--- src/rtl/erpd_pkg.sv ---
// Package for the escape-coded run-length palette decoder.
// Holds widths, register indexes, the run request type and the fixed palette.
// Has no dependencies.
package erpd_pkg;

    localparam int PALETTE_ENTRIES = 256;
    localparam int PAL_ADDR_W      = $clog2(PALETTE_ENTRIES);
    localparam int ARGB_W          = 32;
    localparam int BYTE_W          = 8;
    localparam int RUN_LEN_W       = 16;
    localparam int POS_W           = 24;
    localparam int CFG_INDEX_W     = 8;
    localparam int CFG_DATA_W      = 24;

    localparam logic [BYTE_W-1:0]      ESCAPE_BYTE = 8'hFF;
    localparam logic [POS_W-1:0]       POS_MAX     = 24'hFF_FFFF;

    // Configuration register indexes.
    localparam logic [CFG_INDEX_W-1:0] CFG_STREAM_LENGTH = 8'd0;
    localparam logic [CFG_INDEX_W-1:0] CFG_COLOR_OFFSET  = 8'd1;

    // One decoded run, handed from the token decoder to the output pipeline.
    typedef struct packed {
        logic                  emit;
        logic [BYTE_W-1:0]     idx;
        logic [RUN_LEN_W-1:0]  len;
    } run_t;

    localparam logic [ARGB_W-1:0] PALETTE [PALETTE_ENTRIES] = '{
        32'hff000000, 32'hffab0303, 32'hff03ab03, 32'hffabab03,
        32'hff0303ab, 32'hffab03ab, 32'hff0357ab, 32'hffababab,
        32'hff575757, 32'hffff5757, 32'hff57ff57, 32'hffffff57,
        32'hff5757ff, 32'hffff57ff, 32'hff57ffff, 32'hffffffff,
        32'hff000000, 32'hff171717, 32'hff232323, 32'hff2f2f2f,
        32'hff3b3b3b, 32'hff474747, 32'hff535353, 32'hff636363,
        32'hff737373, 32'hff838383, 32'hff939393, 32'hffa3a3a3,
        32'hffb7b7b7, 32'hffcbcbcb, 32'hffe3e3e3, 32'hffffffff,
        32'hffff0303, 32'hffff0343, 32'hffff037f, 32'hffff03bf,
        32'hffff03ff, 32'hffbf03ff, 32'hff7f03ff, 32'hff4303ff,
        32'hff0303ff, 32'hff0343ff, 32'hff037fff, 32'hff03bfff,
        32'hff03ffff, 32'hff03ffbf, 32'hff03ff7f, 32'hff03ff43,
        32'hff03ff03, 32'hff43ff03, 32'hff7fff03, 32'hffbfff03,
        32'hffffff03, 32'hffffbf03, 32'hffff7f03, 32'hffff4303,
        32'hffff7f7f, 32'hffff7f9f, 32'hffff7fbf, 32'hffff7fdf,
        32'hffff7fff, 32'hffdf7fff, 32'hffbf7fff, 32'hff9f7fff,
        32'hff7f7fff, 32'hff7f9fff, 32'hff7fbfff, 32'hff7fdfff,
        32'hff7fffff, 32'hff7fffdf, 32'hff7fffbf, 32'hff7fff9f,
        32'hff7fff7f, 32'hff9fff7f, 32'hffbfff7f, 32'hffdfff7f,
        32'hffffff7f, 32'hffffdf7f, 32'hffffbf7f, 32'hffff9f7f,
        32'hffffb7b7, 32'hffffb7c7, 32'hffffb7db, 32'hffffb7eb,
        32'hffffb7ff, 32'hffebb7ff, 32'hffdbb7ff, 32'hffc7b7ff,
        32'hffb7b7ff, 32'hffb7c7ff, 32'hffb7dbff, 32'hffb7ebff,
        32'hffb7ffff, 32'hffb7ffeb, 32'hffb7ffdb, 32'hffb7ffc7,
        32'hffb7ffb7, 32'hffc7ffb7, 32'hffdbffb7, 32'hffebffb7,
        32'hffffffb7, 32'hffffebb7, 32'hffffdbb7, 32'hffffc7b7,
        32'hff730303, 32'hff73031f, 32'hff73033b, 32'hff730357,
        32'hff730373, 32'hff570373, 32'hff3b0373, 32'hff1f0373,
        32'hff030373, 32'hff031f73, 32'hff033b73, 32'hff035773,
        32'hff037373, 32'hff037357, 32'hff03733b, 32'hff03731f,
        32'hff037303, 32'hff1f7303, 32'hff3b7303, 32'hff577303,
        32'hff737303, 32'hff735703, 32'hff733b03, 32'hff731f03,
        32'hff733b3b, 32'hff733b47, 32'hff733b57, 32'hff733b63,
        32'hff733b73, 32'hff633b73, 32'hff573b73, 32'hff473b73,
        32'hff3b3b73, 32'hff3b4773, 32'hff3b5773, 32'hff3b6373,
        32'hff3b7373, 32'hff3b7363, 32'hff3b7357, 32'hff3b7347,
        32'hff3b733b, 32'hff47733b, 32'hff57733b, 32'hff63733b,
        32'hff73733b, 32'hff73633b, 32'hff73573b, 32'hff73473b,
        32'hff735353, 32'hff73535b, 32'hff735363, 32'hff73536b,
        32'hff735373, 32'hff6b5373, 32'hff635373, 32'hff5b5373,
        32'hff535373, 32'hff535b73, 32'hff536373, 32'hff536b73,
        32'hff537373, 32'hff53736b, 32'hff537363, 32'hff53735b,
        32'hff537353, 32'hff5b7353, 32'hff637353, 32'hff6b7353,
        32'hff737353, 32'hff736b53, 32'hff736353, 32'hff735b53,
        32'hff430303, 32'hff430313, 32'hff430323, 32'hff430333,
        32'hff430343, 32'hff330343, 32'hff230343, 32'hff130343,
        32'hff030343, 32'hff031343, 32'hff032343, 32'hff033343,
        32'hff034343, 32'hff034333, 32'hff034323, 32'hff034313,
        32'hff034303, 32'hff134303, 32'hff234303, 32'hff334303,
        32'hff434303, 32'hff433303, 32'hff432303, 32'hff431303,
        32'hff432323, 32'hff43232b, 32'hff432333, 32'hff43233b,
        32'hff432343, 32'hff3b2343, 32'hff332343, 32'hff2b2343,
        32'hff232343, 32'hff232b43, 32'hff233343, 32'hff233b43,
        32'hff234343, 32'hff23433b, 32'hff234333, 32'hff23432b,
        32'hff234323, 32'hff2b4323, 32'hff334323, 32'hff3b4323,
        32'hff434323, 32'hff433b23, 32'hff433323, 32'hff432b23,
        32'hff432f2f, 32'hff432f33, 32'hff432f37, 32'hff432f3f,
        32'hff432f43, 32'hff3f2f43, 32'hff372f43, 32'hff332f43,
        32'hff2f2f43, 32'hff2f3343, 32'hff2f3743, 32'hff2f3f43,
        32'hff2f4343, 32'hff2f433f, 32'hff2f4337, 32'hff2f4333,
        32'hff2f432f, 32'hff33432f, 32'hff37432f, 32'hff3f432f,
        32'hff43432f, 32'hff433f2f, 32'hff43372f, 32'hff43332f,
        32'hff000000, 32'hff000000, 32'hff000000, 32'hff000000,
        32'hff000000, 32'hff000000, 32'hff000000, 32'hff000000
    };

endpackage

--- src/rtl/erpd_token_dec.sv ---
// Token decoder: tracks the escape token phase and the stream byte position,
// and turns each accepted byte into at most one run request.
// Depends on erpd_pkg.
module erpd_token_dec
    import erpd_pkg::*;
(
    input  logic              clk,
    input  logic              rst_n,
    input  logic              accept,
    input  logic [BYTE_W-1:0] coded_byte,
    input  logic [POS_W-1:0]  stream_length,
    output run_t              run
);

    localparam logic [1:0] PH_START = 2'd0;
    localparam logic [1:0] PH_VALUE = 2'd1;
    localparam logic [1:0] PH_LOW   = 2'd2;
    localparam logic [1:0] PH_HIGH  = 2'd3;

    logic [1:0]        phase_reg;
    logic [1:0]        phase_next;
    logic [BYTE_W-1:0] run_value_reg;
    logic [BYTE_W-1:0] run_value_next;
    logic [BYTE_W-1:0] count_low_reg;
    logic [BYTE_W-1:0] count_low_next;
    logic [POS_W-1:0]  pos_reg;
    logic [POS_W-1:0]  pos_next;
    logic [POS_W-1:0]  pos_inc;
    logic              at_end;
    logic [RUN_LEN_W-1:0] count;

    // A new token may start only while position + 1 is below the length.
    assign at_end  = ({1'b0, pos_reg} + {{POS_W{1'b0}}, 1'b1}) >= {1'b0, stream_length};
    assign pos_inc = (pos_reg == POS_MAX) ? pos_reg : pos_reg + 1'b1;
    assign count   = {coded_byte, count_low_reg};

    always_comb
    begin
        phase_next     = phase_reg;
        run_value_next = run_value_reg;
        count_low_next = count_low_reg;
        pos_next       = pos_reg;
        run.emit       = 1'b0;
        run.idx        = coded_byte;
        run.len        = {{(RUN_LEN_W-1){1'b0}}, 1'b1};
        if (accept)
        begin
            unique case (phase_reg)
                PH_START:
                begin
                    if (!at_end)
                    begin
                        pos_next = pos_inc;
                        if (coded_byte == ESCAPE_BYTE)
                        begin
                            phase_next = PH_VALUE;
                        end
                        else
                        begin
                            run.emit = 1'b1;
                        end
                    end
                end
                PH_VALUE:
                begin
                    pos_next       = pos_inc;
                    run_value_next = coded_byte;
                    phase_next     = PH_LOW;
                end
                PH_LOW:
                begin
                    pos_next       = pos_inc;
                    count_low_next = coded_byte;
                    phase_next     = PH_HIGH;
                end
                PH_HIGH:
                begin
                    pos_next   = pos_inc;
                    phase_next = PH_START;
                    run.idx    = run_value_reg;
                    run.len    = count;
                    run.emit   = (count != '0);
                end
                default:
                begin
                    phase_next = PH_START;
                end
            endcase
        end
    end

    always_ff @(posedge clk or negedge rst_n)
    begin
        if (!rst_n)
        begin
            phase_reg     <= PH_START;
            run_value_reg <= '0;
            count_low_reg <= '0;
            pos_reg       <= '0;
        end
        else
        begin
            phase_reg     <= phase_next;
            run_value_reg <= run_value_next;
            count_low_reg <= count_low_next;
            pos_reg       <= pos_next;
        end
    end

endmodule

--- config.mk ---
export PLATFORM = sky130hd
export DESIGN_NAME = erpd_token_dec
export DESIGN_NICKNAME = d
export VERILOG_FILES = /design/src/rtl/erpd_pkg.sv /design/src/rtl/erpd_token_dec.sv
export SDC_FILE = /design/constraint.sdc
export NUM_CORES = 1
export LEC_CHECK = 0
export BUFFER_PORTS_ARGS = -buffer_cell sky130_fd_sc_hd__buf_2
export CORE_UTILIZATION = 40
export DETAILED_ROUTE_END_ITERATION = 8
export GPL_TIMING_DRIVEN = 1
export HOLD_SLACK_MARGIN = 0.06
export MAX_ROUTING_LAYER = met4
export SLEW_MARGIN = 10
export SYNTH_ARGS = -nofsm -noshare
export SYNTH_HDL_FRONTEND = slang
export SYNTH_SLANG_ARGS = --single-unit
export TNS_END_PERCENT = 20
--- constraint.sdc ---
create_clock -name clk -period 4.37 [get_ports clk]
set_clock_uncertainty 0.05 [all_clocks]
set_input_delay 0.2185 -clock clk [delete_from_list [all_inputs] [get_ports clk]]
set_output_delay 0.2185 -clock clk [all_outputs]
set_load 0.01 [all_outputs]
; Word-level counts from Yosys, hierarchy flattened
; Cells that the tools add are included.
[classes]
addsub = 2
n_reduce_logical = 7
n_mux = 11
eq_ne = 7
order_cmp = 1
[ops]
columns = operator, count
row1 = 2-to-1 mux 24 bit, 3
row2 = case mux 24 bit (2 select lines), 1
row3 = "adder 24 x 1 -> 25 bit, second input constant", 1
row4 = >= comparator 25 x 24 -> 1 bit, 1
row5 = 2-to-1 mux 25 bit, 1
row6 = "adder 24 x 1 -> 24 bit, second input constant", 1
row7 = "equality test 24 bit, second input constant", 1
row8 = nonzero test 16 bit, 1
row9 = "equality test 8 bit, second input constant", 1
row10 = case mux 2 bit (4 select lines), 1
row11 = AND reduction 2 bit, 3
row12 = "equality test 2 bit, second input constant", 2
row13 = 2-to-1 mux 2 bit, 2
row14 = "!= test 2 bit, second input constant", 2
row15 = AND reduction 3 bit, 1
row16 = OR reduction 3 bit, 1
row17 = "equality test 2 x 1 -> 1 bit, second input constant", 1
row18 = zero test 2 bit, 1
row19 = 2-to-1 mux 1 bit, 2
row20 = case mux 1 bit (2 select lines), 1
[totals]
input_bits = 35
register_bits = 42
out_inout_bits = 25
wordCells = 32

; Longest topological paths before layout
[depth]
ltp_word = 5
mapped_depth = 14
depth_no_buf = 13

; Worst setup path after synthesis
; OpenSTA, ideal clock, no wires.
[synth_path]
kind = register to register
startpoint = register pos_reg[0]
endpoint = register pos_reg[16]
path_slack_ns = 1.135
setup_ns = 0.139
synth_period_minus_slack_ns = 3.235
path_buffers = 1
required_ns = 4.181
arrival_ns = 3.045
path_stages_with_launch = 14
cell_sequence = dfrtp_1 > ha_1 > and3_1 > nand3_1 > nor2_1 > nand2_1 > xnor2_1 > ha_1 > nand4_1 > nor4_1 > o211a_2 > buf_1 > nor4b_1 > xor2_1
[synth_between]
elab_chain_len = 4
word_cells_on_any_way = 9
cone_classes = 2 x add/sub / 1 x order compare / 2 x eq/ne / 3 x mux / 1 x reduce/logical
[synth_lines]
columns = item, line
row1 = from (decl), erpd_token_dec.sv:26  ; logic [POS_W-1:0] pos_reg;
row2 = from (signal assigned), erpd_token_dec.sv:106  ; pos_reg <= pos_next;
row3 = adder 24 x 1 -> 25 bit (tied with other cells), erpd_token_dec.sv:33  ; assign at_end = ({1'b0, pos_reg} + {{POS_W{1'b0}}, 1'b1}) >= {1'b0, stream_length};
row4 = >= comparator 25 x 24 -> 1 bit or 2-to-1 mux 24 bit (tied branches), "erpd_token_dec.sv:33, erpd_token_dec.sv:34"
row5 = != test 2 bit (no line) or 2-to-1 mux 24 bit (tied branches), -
row6 = AND reduction 2 bit (no line) or case mux 24 bit (2 select lines) (tied branches), -
; Parallel ways exist; a longest one is shown, timed or not. The select of a mux whose other input is x is not followed.
; A chain may end at the register's enable or synchronous reset.

; Final worst setup path
[layout_path]
startpoint = register pos_reg[0]
endpoint = register pos_reg[1]
; Same word-level chain as after synthesis.

==> key figures <==
Cells and area
  • Fraction of layout cells with a size suffix above 1: 26.3%
  • Area Growth Syn to Fin: 14.6%
  • Layout Cells excl Fill: 490
  • Final Util: 47.3%
  • Nets: 451
  • Antenna Cells: 0
  • Max reg flops: 24

Timing
  • RSZ-0062 raised after global routing: no
  • Setup TNS Final: 0 ps
  • Final setup viols: 0
  • Fin worst setup slack: 336 ps
  • Final Slew Violations: 0
  • Tmin final: 4030 ps
  • Slew @ Worst Pin: 961 ps
  • Tcrit/Tclk final: 92.3%
  • Slew headroom: 35.9%
  • Max Clk Rate: 248 MHz
  • Hold Fails Final Rpt: 0

Setup path
  • R2R setup slack: 340 ps
  • CP Launch Type: flip-flop
  • Critical Path, Cell by Cell: ha_1 -> and3_1 -> nand3_1 -> nor2_1 -> nand3_1 -> xnor2_1 -> ha_1 -> nand4_1 -> nor4_1 -> o211a_2 -> nor3_2 -> mux2_4
  • Crit-path max cell delay: 640 ps
  • Terminus of the critical flop-to-flop path: pos_reg[1]$_DFFE_PN0P_
  • CP bufs+invs: 0
  • Critical Path Sink Type: flip-flop
  • R2R depth: 12
  • CP max-delay cell: o211a_2
  • WP data arrival: 4160 ps
  • Critical path startpoint: pos_reg[0]$_DFFE_PN0P_
  • Largest fanout on the critical path: 23
  • Largest delay contributor family on the critical path: simple AND/OR/NAND/NOR gates
  • Crit path kind: reg -> reg
  • Critical Path RT: 4500 ps
  • R2r startpoint: pos_reg[0]$_DFFE_PN0P_

Route
  • Routed via count: 2623
  • Drt drc: 0
  • Routed vias/inst: 5.35
  • Average wire per cell in the routed design: 14.3 µm
  • Final ANT Viol Nets: 0
  • Met1 Routed Length: 3.40 mm
  • Iter 0 DRT Violations: 146
  • Metal2 WL: 3.28 mm
  • Met3 WL post-DR: 291 µm
  • Routed Wire Length: 7.03 mm
  • DR top layer: met4
  • Router iterations before antenna repair: 4

Logic synthesis
  • EDFF count, synth: 0
  • Seq cells post-synth: 42
  • Cell area after synthesis: 0.00319 mm²
  • Net count after synthesis: 396
  • Post-synth ARST share: 100%
  • Mapped Cells: 332
  • Yosys warns: 0
  • Syn avg cell area: 9.61 µm²
  • Most used DFF post-synth: dfrtp_1
  • Most frequent cell after synthesis: dfrtp_1
  • Post-synth cell types: 42
  • Synth area leaders: dfrtp_1 33%, ha_1 11%, xor2_1 8.5%, mux2_2 8.5%, and3_1 4.3%
  • Top post-synthesis cells by count: 42 x dfrtp_1, 31 x xor2_1, 29 x ha_1, 29 x inv_1, 24 x mux2_2
  • Sequential fraction of the synthesis area: 33.0%
  • Post-synth top area cell: dfrtp_1
  • Yosys top cell area share: 33.0%

Pwr
  • Peak VDD IR: 0.232 mV
  • LEAKAGE: 1.96 nW
  • PwrDens: 405 mW/mm²

Clock tree
  • Clk slew on worst S/H paths: 80 ps
  • Setup bufs post-CTS: 0
  • Max Root-Sink Buffers: 2
  • Post_cts resized: 0
  • Clk Tree Root Cell: clkbuf_8
  • Number of CTS-inserted buffers: 5
  • H-tree depth: 2
  • Clock sink count: 42
  • Cts hold-fix bufs: 0
  • Worst-Skew Late Latency: 290 ps
  • CTS tree: built

Placement
  • I/O Buffers: 59
  • DP HPWL: 5.28 mm
  • GP Congestion: 0.782
  • Post-placement cell count: 482
  • Pre-CTS setup slack: 348 ps

Global routing
  • Vias in the first global route: 2609
  • Largest net degree at the start of global routing: 43
  • Global-route wire length before repair: 12.2 mm
  • Gr ovfl total: 0
  • GRT Util Overall: 18.6%
  • Initial antenna violation count: 0

Hold path
  • Worst Hold Class: in -> async

Run status
  • Status: complete, no violations

Run
  • Max-Cap Viols: 0

Floorplan
  • Chip height: 91.3 µm
  • Die Span X: 91.3 µm
  • FP Rows: 32
  • DIE AREA: 0.00833 mm²
  • Core Area: 0.00773 mm²
  • Initial Util: 41.3%
  • I/O pins: 60
cells by family (layout without fill, tap and decap cells):
logic type,Yosys count,after routing,synth area share (%)
buf+inv,42,98,5.37
compound gates,29,29,6.20
fa+ha+maj,29,29,11.4
xor+xnor,45,45,12.4
mux,25,25,8.94
simple gates,120,120,22.8
flops,42,42,33.0
layout by cell type (no fill, tap or decap), drive strengths merged, types with 5 or more instances in the layout:
cell type	count
nor2	7
nor4b	7
mux2	25
nand3	13
xor2	31
nand4	15
inv	29
o21ai	5
ha	29
nand2	19
nor3	12
nor4	14
xnor2	14
and3	22
dfrtp	42
a21oi	11
clkbuf	7
buf	61
cell type report:
class,count,area [µm²]
Clock buffer,7,86.3
Clock inverter,1,5.00
Fill cell,770,4070
Inverter,29,109
Multi-Input combinational cell,248,1970
Sequential cell,42,1050
Tap cell,102,128
Timing Repair Buffer,61,310
where the power goes:
group	internal, mW	switching (mW)	total, mW
logic	0.309	0.312	0.621
clock network	0.128	0.133	0.260
registers	0.504	0.0944	0.598
worst register-to-register path, stage by stage (launching register included):
cell and delay (ps):
dfrtp_1 410, ha_1 220, and3_1 260, nand3_1 160
nor2_1 400, nand3_1 160, xnor2_1 160, ha_1 310
nand4_1 150, nor4_1 540, o211a_2 640, nor3_2 130
mux2_4 330
per-stage QoR:
stage	instance area [µm²]	hold slack, ps	power (mW)
3_5_place_dp	3560	381	1.22
5_1_grt	3660	90.2	1.60
3_3_place_gp	3560	374	1.21
4_1_cts	3660	64.7	1.49
6_report	3660	18.7	1.48
2_1_floorplan	3190	-127	1.04
worst max-delay path by stage:
stage / cells after the start / endpoint
2_1_floorplan: 13 / pos_reg[16]$_DFFE_PN0P_
3_3_place_gp: 12 / pos_reg[1]$_DFFE_PN0P_
3_5_place_dp: 12 / pos_reg[1]$_DFFE_PN0P_
4_1_cts: 12 / pos_reg[1]$_DFFE_PN0P_
5_1_grt: 12 / pos_reg[1]$_DFFE_PN0P_
6_report: 12 / pos_reg[1]$_DFFE_PN0P_
metal layers:
metal	track usage [%]	vias up
met5	-	-
met4	3.70	0
met3	2.68	6
met2	29.4	65
met1	25.5	1249
li1	-	1303
(Power assumes the default switching activity.)
